$ cat src/rtl/core/stl_pkg.sv
// stl_pkg: shared types and constants for the script token lexer.
// No dependencies.
package stl_pkg;

	localparam int ModeW = 3;

	localparam logic [ModeW-1:0] MODE_IDLE    = 3'd0;
	localparam logic [ModeW-1:0] MODE_SLASH   = 3'd1;
	localparam logic [ModeW-1:0] MODE_COMMENT = 3'd2;
	localparam logic [ModeW-1:0] MODE_WORD    = 3'd3;
	localparam logic [ModeW-1:0] MODE_QUOTE   = 3'd4;

	localparam logic [1:0] KIND_WORD   = 2'd0;
	localparam logic [1:0] KIND_QUOTED = 2'd1;
	localparam logic [1:0] KIND_SINGLE = 2'd2;
	localparam logic [1:0] KIND_END    = 2'd3;

	localparam logic [7:0] CH_NUL   = 8'h00;
	localparam logic [7:0] CH_NL    = 8'h0a;
	localparam logic [7:0] CH_SPACE = 8'h20;
	localparam logic [7:0] CH_DQUOT = 8'h22;
	localparam logic [7:0] CH_SQUOT = 8'h27;
	localparam logic [7:0] CH_LPAR  = 8'h28;
	localparam logic [7:0] CH_RPAR  = 8'h29;
	localparam logic [7:0] CH_COMMA = 8'h2c;
	localparam logic [7:0] CH_SLASH = 8'h2f;
	localparam logic [7:0] CH_LBRC  = 8'h7b;
	localparam logic [7:0] CH_RBRC  = 8'h7d;

	// Result queue depth; an accepted byte may push two beats.
	localparam int QDepth = 4;
	localparam int QPtrW  = $clog2(QDepth);
	localparam int QCntW  = $clog2(QDepth + 1);

	typedef struct packed {
		logic [7:0] ch;
		logic       last;
		logic [1:0] kind;
		logic       empty;
	} result_t;

	typedef struct packed {
		logic [1:0]       n;
		result_t          r0;
		result_t          r1;
		logic [ModeW-1:0] mode;
		logic [7:0]       held_char;
		logic             held_valid;
	} step_t;

	function automatic logic is_single(input logic [7:0] b);
		return (b == CH_LBRC) || (b == CH_RBRC) || (b == CH_LPAR) ||
			(b == CH_RPAR) || (b == CH_SQUOT) || (b == CH_COMMA);
	endfunction

	function automatic result_t mk(input logic [7:0] ch, input logic last,
		input logic [1:0] kind, input logic empty);
		result_t r;
		r.ch    = ch;
		r.last  = last;
		r.kind  = kind;
		r.empty = empty;
		return r;
	endfunction

endpackage

$ cat src/rtl/core/stl_step.sv
// stl_step: next-state and emitted beats for one text byte.
// Depends on stl_pkg.
module stl_step (
	input  logic [7:0]              text_byte,
	input  logic [stl_pkg::ModeW-1:0] mode,
	input  logic [7:0]              held_char,
	input  logic                    held_valid,
	output stl_pkg::step_t          step
);

	logic [stl_pkg::ModeW-1:0] eff_mode;
	logic                      is_nul;
	logic                      is_ws;
	logic                      is_sgl;
	stl_pkg::result_t          end_mark;

	assign is_nul   = (text_byte == stl_pkg::CH_NUL);
	assign is_ws    = (text_byte <= stl_pkg::CH_SPACE);
	assign is_sgl   = stl_pkg::is_single(text_byte);
	assign end_mark = stl_pkg::mk(stl_pkg::CH_NUL, 1'b1, stl_pkg::KIND_END, 1'b0);

	// a lone slash not followed by another slash opens a word
	always_comb begin
		if (mode == stl_pkg::MODE_SLASH && text_byte != stl_pkg::CH_SLASH) begin
			eff_mode = stl_pkg::MODE_WORD;
		end else begin
			eff_mode = mode;
		end
	end

	always_comb begin
		step.n          = 2'd0;
		step.r0         = end_mark;
		step.r1         = end_mark;
		step.mode       = mode;
		step.held_char  = held_char;
		step.held_valid = held_valid;
		case (eff_mode)
			stl_pkg::MODE_SLASH: begin
				// second slash: comment
				step.mode       = stl_pkg::MODE_COMMENT;
				step.held_char  = stl_pkg::CH_NUL;
				step.held_valid = 1'b0;
			end
			stl_pkg::MODE_COMMENT: begin
				if (is_nul) begin
					step.n    = 2'd1;
					step.mode = stl_pkg::MODE_IDLE;
				end else if (text_byte == stl_pkg::CH_NL) begin
					step.mode = stl_pkg::MODE_IDLE;
				end
			end
			stl_pkg::MODE_WORD: begin
				if (is_ws || is_sgl) begin
					step.r0 = stl_pkg::mk(held_char, 1'b1, stl_pkg::KIND_WORD, 1'b0);
					step.n  = 2'd1;
					if (is_nul) begin
						step.n = 2'd2;
					end else if (is_sgl) begin
						step.n  = 2'd2;
						step.r1 = stl_pkg::mk(text_byte, 1'b1, stl_pkg::KIND_SINGLE, 1'b0);
					end
					step.held_char  = stl_pkg::CH_NUL;
					step.held_valid = 1'b0;
					step.mode       = stl_pkg::MODE_IDLE;
				end else begin
					step.r0         = stl_pkg::mk(held_char, 1'b0, stl_pkg::KIND_WORD, 1'b0);
					step.n          = 2'd1;
					step.held_char  = text_byte;
					step.held_valid = 1'b1;
					step.mode       = stl_pkg::MODE_WORD;
				end
			end
			stl_pkg::MODE_QUOTE: begin
				if (text_byte == stl_pkg::CH_DQUOT || is_nul) begin
					if (held_valid) begin
						step.r0 = stl_pkg::mk(held_char, 1'b1, stl_pkg::KIND_QUOTED, 1'b0);
					end else begin
						step.r0 = stl_pkg::mk(stl_pkg::CH_NUL, 1'b1, stl_pkg::KIND_QUOTED, 1'b1);
					end
					step.n          = is_nul ? 2'd2 : 2'd1;
					step.held_char  = stl_pkg::CH_NUL;
					step.held_valid = 1'b0;
					step.mode       = stl_pkg::MODE_IDLE;
				end else begin
					step.r0         = stl_pkg::mk(held_char, 1'b0, stl_pkg::KIND_QUOTED, 1'b0);
					step.n          = held_valid ? 2'd1 : 2'd0;
					step.held_char  = text_byte;
					step.held_valid = 1'b1;
				end
			end
			default: begin
				// idle and unused codes
				step.mode       = stl_pkg::MODE_IDLE;
				step.held_char  = stl_pkg::CH_NUL;
				step.held_valid = 1'b0;
				if (is_nul) begin
					step.n = 2'd1;
				end else if (is_ws) begin
					step.n = 2'd0;
				end else if (text_byte == stl_pkg::CH_SLASH) begin
					step.mode       = stl_pkg::MODE_SLASH;
					step.held_char  = text_byte;
					step.held_valid = 1'b1;
				end else if (text_byte == stl_pkg::CH_DQUOT) begin
					step.mode = stl_pkg::MODE_QUOTE;
				end else if (is_sgl) begin
					step.n  = 2'd1;
					step.r0 = stl_pkg::mk(text_byte, 1'b1, stl_pkg::KIND_SINGLE, 1'b0);
				end else begin
					step.mode       = stl_pkg::MODE_WORD;
					step.held_char  = text_byte;
					step.held_valid = 1'b1;
				end
			end
		endcase
	end

endmodule

$ cat src/rtl/core/stl_queue.sv
// stl_queue: small result queue, up to two beats in, one beat out per cycle on pop.
// Depends on stl_pkg.
module stl_queue (
	input  logic             clk,
	input  logic             arst_n,
	input  logic [1:0]       push_n,
	input  stl_pkg::result_t push_r0,
	input  stl_pkg::result_t push_r1,
	input  logic             pop,
	output logic             room2,
	output logic             not_empty,
	output stl_pkg::result_t head
);

	stl_pkg::result_t              mem_q [stl_pkg::QDepth];
	logic [stl_pkg::QPtrW-1:0]     wr_ptr_q;
	logic [stl_pkg::QPtrW-1:0]     rd_ptr_q;
	logic [stl_pkg::QCntW-1:0]     count_q;
	logic [stl_pkg::QPtrW-1:0]     wr_ptr1;

	assign wr_ptr1   = wr_ptr_q + stl_pkg::QPtrW'(1);
	assign room2     = (count_q <= stl_pkg::QCntW'(stl_pkg::QDepth - 2));
	assign not_empty = (count_q != '0);
	assign head      = mem_q[rd_ptr_q];

	always_ff @(posedge clk) begin
		if (push_n != 2'd0) begin
			mem_q[wr_ptr_q] <= push_r0;
		end
		if (push_n == 2'd2) begin
			mem_q[wr_ptr1] <= push_r1;
		end
	end

	always_ff @(posedge clk or negedge arst_n) begin
		if (!arst_n) begin
			wr_ptr_q <= '0;
			rd_ptr_q <= '0;
			count_q  <= '0;
		end else begin
			wr_ptr_q <= wr_ptr_q + stl_pkg::QPtrW'(push_n);
			if (pop) begin
				rd_ptr_q <= rd_ptr_q + stl_pkg::QPtrW'(1);
			end
			count_q <= count_q + stl_pkg::QCntW'(push_n) - stl_pkg::QCntW'(pop);
		end
	end

endmodule

$ cat src/rtl/core/script_token_lexer.sv
// script_token_lexer: top level of the script text tokenizer.
// Depends on stl_pkg, stl_step and stl_queue.
//
// Splits script text, one byte per beat, into a stream of token characters.
// Bytes 1..32 are white space, "//" starts a comment up to newline, a double
// quote starts a quoted token, and { } ( ) ' , are one-character tokens that
// also end a word. Each token character goes out as its own beat with
// token_last set on the final one; one character is held back so that mark
// can be given. An empty quoted token yields a single beat with token_empty.
// Byte 0 closes any open token and yields an end marker (kind 3).
// Rate: one text byte per cycle. Each byte is stepped in the cycle it is
// taken and its zero, one or two result beats go into a four-entry queue;
// the output drains one beat per cycle while out_stall is low. Input stall
// rises whenever the queue has fewer than two free entries. The queue
// registers each byte's beats on their way to the output.
module script_token_lexer (
	input  logic       clk,
	input  logic       arst_n,
	input  logic       in_valid,
	output logic       in_stall,
	input  logic [7:0] text_byte,
	output logic       out_valid,
	input  logic       out_stall,
	output logic [7:0] token_char,
	output logic       token_last,
	output logic [1:0] token_kind,
	output logic       token_empty
);

	// lexer state
	logic [stl_pkg::ModeW-1:0] mode_q;
	logic [7:0]                held_char_q;
	logic                      held_valid_q;

	stl_pkg::step_t   step;
	stl_pkg::result_t head;
	logic             room2;
	logic             not_empty;
	logic             in_take;
	logic             out_take;

	assign in_stall = !room2;
	assign in_take  = in_valid && room2;
	assign out_take = not_empty && !out_stall;

	stl_step u_step (
		.text_byte  (text_byte),
		.mode       (mode_q),
		.held_char  (held_char_q),
		.held_valid (held_valid_q),
		.step       (step)
	);

	always_ff @(posedge clk or negedge arst_n) begin
		if (!arst_n) begin
			mode_q       <= stl_pkg::MODE_IDLE;
			held_char_q  <= stl_pkg::CH_NUL;
			held_valid_q <= 1'b0;
		end else if (in_take) begin
			mode_q       <= step.mode;
			held_char_q  <= step.held_char;
			held_valid_q <= step.held_valid;
		end
	end

	// result beats; the queue keeps the output side decoupled from input
	stl_queue u_queue (
		.clk       (clk),
		.arst_n    (arst_n),
		.push_n    (in_take ? step.n : 2'd0),
		.push_r0   (step.r0),
		.push_r1   (step.r1),
		.pop       (out_take),
		.room2     (room2),
		.not_empty (not_empty),
		.head      (head)
	);

	assign out_valid   = not_empty;
	assign token_char  = head.ch;
	assign token_last  = head.last;
	assign token_kind  = head.kind;
	assign token_empty = head.empty;

endmodule

$ cat config.mk
export PLATFORM = sky130hd
export DESIGN_NAME = script_token_lexer
export DESIGN_NICKNAME = d
export VERILOG_FILES = /design/src/rtl/core/stl_pkg.sv /design/src/rtl/core/stl_step.sv /design/src/rtl/core/stl_queue.sv /design/src/rtl/core/script_token_lexer.sv
export SDC_FILE = /design/constraint.sdc
export NUM_CORES = 1
export LEC_CHECK = 0
export BUFFER_PORTS_ARGS = -buffer_cell sky130_fd_sc_hd__clkbuf_2
export CAP_MARGIN = 30
export CORE_UTILIZATION = 45
export CTS_CLUSTER_SIZE = 10
export DETAILED_ROUTE_END_ITERATION = 7
export GPL_ROUTABILITY_DRIVEN = 0
export PLACE_DENSITY_LB_ADDON = 0.05
export SLEW_MARGIN = 20
export SYNTH_ARGS = -nofsm -noshare
export SYNTH_HDL_FRONTEND = slang
export SYNTH_SLANG_ARGS = --single-unit
$ cat constraint.sdc
create_clock -name clk -period 8.5 [get_ports clk]
set_input_delay 0.85 -clock clk [delete_from_list [all_inputs] [get_ports clk]]
set_output_delay 0.85 -clock clk [all_outputs]
set_load 0.1 [all_outputs]
; ---- After elaboration in Yosys (flattened, before gate mapping)
; Memories as Yosys holds them, arrays and structs flattened.
; Index checks and enable logic that the tools add are counted.
[totals]
memories = 1
output_inout_bits = 14
ram_bits = 48
regBits = 19
in_bits = 12
wordCells = 91
[classes]
n_eq_ne = 18
reduce_logical = 18
bitwise = 1
order_cmp = 2
muxes = 40
addsub = 5
[mem_list]
columns = name, depth, width, read_ports, rd_clocked_by_memory_dff, wr, line
row1 = u_queue.mem_q, 4, 12, 1, 0, 2, stl_queue.sv:15  ; stl_pkg::result_t mem_q [stl_pkg::QDepth];
[ops]
columns = operator, count
row1 = $mux 12, 10
row2 = $eq 8x6->1 const B, 6
row3 = $mux 14, 3
row4 = $pmux 12 s3, 1
row5 = $pmux 9 s4, 1
row6 = $mux 13, 2
row7 = $mux 11, 2
row8 = $mux 9, 2
row9 = $eq 8x7->1 const B, 2
row10 = $mux 3, 5
row11 = $mux 2, 6
row12 = $pmux 3 s4, 1
row13 = $eq 8x4->1 const B, 1
row14 = $le 8x6->1 const B, 1
row15 = $logic_not 8->1, 1
row16 = $ne 8x6->1 const B, 1
row17 = $pmux 2 s4, 1
row18 = $logic_or 1x1->1, 7
row19 = $eq 3x1->1 const B, 2
row20 = $eq 3x2->1 const B, 2
row21 = $mux 1, 6
row22 = $add 2x1->2 const B, 2
row23 = $add 3x2->3, 1
row24 = $eq 3x3->1 const B, 1
row25 = 14 further kinds, 17

; ---- Longest topological paths before layout
[logic_depth]
ltp_word = 16
ltp_mapped = 14

; ---- Modules after synthesis
; Synthesis repeated with hierarchy kept, for this count alone.
[hier_totals]
hier_cells = 322
area_unflattened_um2 = 4359.2
[modules_own_cells]
columns = mod, instances, cells_per_inst, seq_area_each_um2, area_per_inst_um2
row1 = stl_queue, 1, 155, 1616.6, 2939.1
row2 = stl_step, 1, 137, 0.0, 904.6
row3 = script_token_lexer, 1, 30, 300.3, 515.5

; ---- Least setup slack after synthesis
; Ideal clock, no wire load.
[synth_path]
path_kind = input -> register
start = input text_byte[7]
end = register u_queue.count_q[2] (netlist bit)
stages = 14
t_arrival_ns = 3.383
setup_slack_ns = 4.994
path_cell_list = buf_6 or4b_4 nor4_4 or3_1 o21ai_1 nor2_2 inv_2 ha_1 inv_1 ha_1 inv_1 fa_1 xor2_1 xnor2_1
[synth_via]
elab_chain_len = 15
word_cells_on_any_way = 39
[synth_lines]
columns = element, line
row1 = from (decl), script_token_lexer.sv:21  ; input logic [7:0] text_byte,
row2 = $eq 8x7->1, stl_pkg.sv:52  ; return (b == CH_LBRC) || (b == CH_RBRC) || (b == CH_LPAR) ||
row3 = $logic_or 1x1->1 (3 in series), stl_pkg.sv:52
row4 = $logic_or 1x1->1 (2 in series), stl_pkg.sv:53  ; (b == CH_RPAR) || (b == CH_SQUOT) || (b == CH_COMMA);
row5 = $mux 13, stl_step.sv:107  ; end else if (is_sgl) begin
row6 = $mux 13, stl_step.sv:105  ; end else if (text_byte == stl_pkg::CH_DQUOT) begin
row7 = $mux 14, stl_step.sv:101  ; end else if (text_byte == stl_pkg::CH_SLASH) begin
row8 = $mux 2, stl_step.sv:99  ; end else if (is_ws) begin
row9 = $mux 2, stl_step.sv:97  ; if (is_nul) begin
row10 = $pmux 2 s4 (*), stl_step.sv:38  ; case (eff_mode)
row11 = $mux 2 (*), script_token_lexer.sv:70  ; .push_n (in_take ? step.n : 2'd0),
row12 = $add 3x2->3 (*), stl_queue.sv:45  ; count_q <= count_q + stl_pkg::QCntW'(push_n) - stl_pkg::QCntW'(pop);
row13 = $sub 3x1->3 (*), stl_queue.sv:45
row14 = to (signal assigned), stl_queue.sv:45
row15 = to (decl), stl_queue.sv:18  ; logic [stl_pkg::QCntW-1:0] count_q;
; Mark *: on every way between the ends. The rest lies on a longest branch, timed or not.
; A chain may end at the register's enable or synchronous reset.

==> impl_metrics.tcl <==
set metrics [dict create \
    rsz0062_at_grt "false" \
    drc 0 \
    cp.arrival_ns 3.55 \
    avgSynthCellArea_um2 10.6 \
    cap_violations 0 \
    final_max_slew_viol_count 0 \
    numCtsBuffers 9 \
    antennaDiodeCount 0 \
    dieArea_um2 8820 \
    core_um2 8180 \
    clk_latency_ns 0.34 \
    max_freq_ghz 0.279 \
    yosysSeqAreaShare 0.473 \
    critPathRequiredTime_ns 8.46 \
    final_cells 486 \
    path_max_fanout 24 \
    n_fill_cell 750 \
    p_sw_w 0.000812 \
    start_kind "primary input" \
    cp_cell_sequence "clkbuf_2, or4b_4, nor4_4, or3_1, o21ai_1, o21ai_4, nand2_2, o21ai_1" \
    die_w_um 93.9 \
    status "complete, no violations" \
    htree_levels 3 \
    synth-async-reset-ratio 0.284 \
    synth_ff_type "edfxtp_1" \
    setup_viol 0 \
    cts_tree "built" \
    drt_iter0_drc 247 \
    avgRoutedWirePerCell_um 19.1 \
    crit_path_end_kind "flip-flop" \
    slew_headroom 0.375 \
    final_common_cell "nor2_1" \
    worst_pin_slew_ns 0.932 \
    pwr-share-seq 0.325 \
    ant_nets 0 \
    synthDistinctLibCells 72 \
    place.port_buffers 25 \
    vias_per_cell 5.84 \
    syn-num-nets 376 \
    cts_setup_buffers 0 \
    min_period_ns 3.59 \
    slowest_stage "or4b_4" \
    place_inst 470 \
    power_density_nw_per_um2 385 \
    vias 2839 \
    hpwlAfterDp_mm 6.83 \
    drt_first_pass_iters 4 \
    intPower_w 0.000795 \
    grt_pass1_wl_mm 15.5 \
    clock_path_buffers 2 \
    ir_drop_mv 0.185 \
    cp_common_cell "o21ai_1" \
    timing_hold_violations_final 0 \
    clkPwrFrac 0.180 \
    routed_wirelength_mm 9.27 \
    layout_common_cells "nor2_1, edfxtp_1, nand2_1, clkbuf_2, inv_1" \
    final.setup.tns_ns 0 \
    syn_inst 359 \
    die_y_um 93.9 \
    grt_max_degree 25 \
    max_stage_delay_ns 0.61 \
    hold_path.class "in -> async" \
    grt_pass1_vias 2866 \
    p_leak_nw 1.59 \
    hold_buffers 0 \
    ios 26 \
    fin_skew_ns 0.00777 \
    cts_root_buf "clkbuf_8" \
    crit_type "in -> reg" \
    row_count 33 \
    fin_crit_sh 0.422 \
    antenna_found_initial 0 \
    cts_resized 0 \
    grt.overflow.total 0 \
    netlist_area_um2 3800 \
    grtUsageTotal 0.233 \
    nets 393 \
    synth_warnings 0 \
    ys_ff_latch 67 \
    drive_gt1_frac 0.197 \
    cts_sinks 67 \
    synth_edf_count 36 \
    areaGrowthSynthToFinish_pct 9.91 \
    combPwrFrac 0.495 \
    switching_share 0.505 \
    start_util 0.465 \
    clk_pin_slew_ns 0.08 \
]
## routing by layer
layer  part of all wire  wire length, um  global-route usage  up-vias
li1                   -                -                   -     1372
met1               0.48             4420               0.322     1388
met2               0.48             4450               0.373       77
met3              0.043              395              0.0445        2
met4             0.0013               12              0.0615        0
met5                  0                0                   0        -
## critical path, delay by kind of cell
family	cells	cell delay [ns]
AO/OA/AOI/OAI	3	1.22
AND/OR/NAND/NOR	4	1.28
buffers and inverters	1	0.18
## area by class of cell
type	count	area, um2	area share
Timing Repair Buffer	28	148	0.0353
Inverter	23	86.3	0.0207
Tap cell	105	131	0.0314
Multi-Input combinational cell	247	1800	0.431
Clock buffer	9	124	0.0296
Clock inverter	7	92.6	0.0222
Sequential cell	67	1800	0.430
## through the flow
| step | hold WS (ns) | setup slack (ns) | util | cell area, um2 | total power (W) |
|---|---|---|---|---|---|
| finish | 0.466 | 4.91 | 0.511 | 4180 | 0.00161 |
| global route | 0.476 | 4.72 | 0.511 | 4180 | 0.00170 |
| CTS | 0.468 | 4.94 | 0.511 | 4180 | 0.00162 |
| detailed placement | 0.451 | 4.57 | 0.485 | 3960 | 0.00133 |
| global placement | 0.441 | 4.65 | 0.484 | 3950 | 0.00132 |
| floorplan | 0.431 | 4.99 | - | 3800 | 0.00119 |
## sequential cells by signal, indices dropped and copies added, names as in the netlist
| signal | cells |
|---|---|
| u_queue.count_q | 3 |
| mode_q | 3 |
| u_queue.mem_q | 48 |
| u_queue.rd_ptr_q | 2 |
| held_valid_q | 1 |
| held_char_q | 8 |
| u_queue.wr_ptr_q | 2 |
## cell usage after synthesis, types with 2 or more instances
| cell | number | area, um2 |
|---|---|---|
| a211oi_1 | 4 | 30.0 |
| a21o_1 | 3 | 22.5 |
| a21oi_1 | 21 | 105 |
| a22o_1 | 3 | 26.3 |
| a22oi_1 | 2 | 15.0 |
| a31oi_1 | 2 | 12.5 |
| and2_1 | 6 | 37.5 |
| buf_1 | 3 | 11.3 |
| buf_2 | 5 | 25.0 |
| buf_6 | 4 | 45.0 |
| clkbuf_1 | 10 | 37.5 |
| dfrtp_1 | 19 | 475 |
| dfxtp_1 | 12 | 240 |
| edfxtp_1 | 36 | 1080 |
| ha_1 | 4 | 50.1 |
| inv_1 | 22 | 82.6 |
| mux2i_1 | 3 | 30.0 |
| mux4_2 | 12 | 270 |
| nand2_1 | 25 | 93.8 |
| nand2b_1 | 3 | 18.8 |
| nand3_1 | 14 | 70.1 |
| nand4_1 | 2 | 12.5 |
| nor2_1 | 37 | 139 |
| nor2b_1 | 2 | 12.5 |
| nor3_1 | 5 | 25.0 |
| nor4_1 | 3 | 18.8 |
| o211ai_1 | 3 | 22.5 |
| o21ai_0 | 8 | 40.0 |
| o21ai_1 | 13 | 65.1 |
| o22a_1 | 4 | 35.0 |
| o22ai_1 | 8 | 50.1 |
| o31ai_1 | 11 | 82.6 |
| or3_1 | 3 | 18.8 |
| or3b_2 | 2 | 17.5 |
| or4_1 | 2 | 15.0 |
| xnor2_1 | 5 | 43.8 |
| xor2_1 | 3 | 26.3 |
## power groups by stage
stage / clock, W / sequential [W] / combinational, W
2_1_floorplan: 0 / 0.000457 / 0.000733
3_5_place_dp: 0 / 0.000531 / 0.000795
5_1_grt: 0.000311 / 0.000539 / 0.000845
4_1_cts: 0.000297 / 0.000524 / 0.000797
3_3_place_gp: 0 / 0.000528 / 0.000791
6_report: 0.000289 / 0.000523 / 0.000795
## worst paths after layout
kind	slack, ns	depth (start not counted)	end	from
setup / recovery	4.91	8	u_queue.mem_q[0][4]	text_byte[6]
hold / removal	0.47	1	held_char_q[7]	arst_n
setup reg to reg	5.44	13	u_queue.count_q[2]	mode_q[2]
hold reg to reg	0.47	1	u_queue.mem_q[1][2]	u_queue.mem_q[1][2]
max in group asynchronous	7.69	1	held_char_q[1]	arst_n
min in group clk	0.47	1	u_queue.mem_q[1][2]	u_queue.mem_q[1][2]
## logic make-up (layout without fill, tap and decap cells)
family	count (synthesis)	after routing	synth area share
multiplexers	16	16	0.0820
flip-flops	67	67	0.473
AO/OA/AOI/OAI	101	101	0.195
AND/OR/NAND/NOR	117	117	0.160
buffers and inverters	45	67	0.0540
XOR/XNOR	8	8	0.0184
adder cells (fa/ha/maj)	5	5	0.0184
Power figures use the tool's default switching activity.
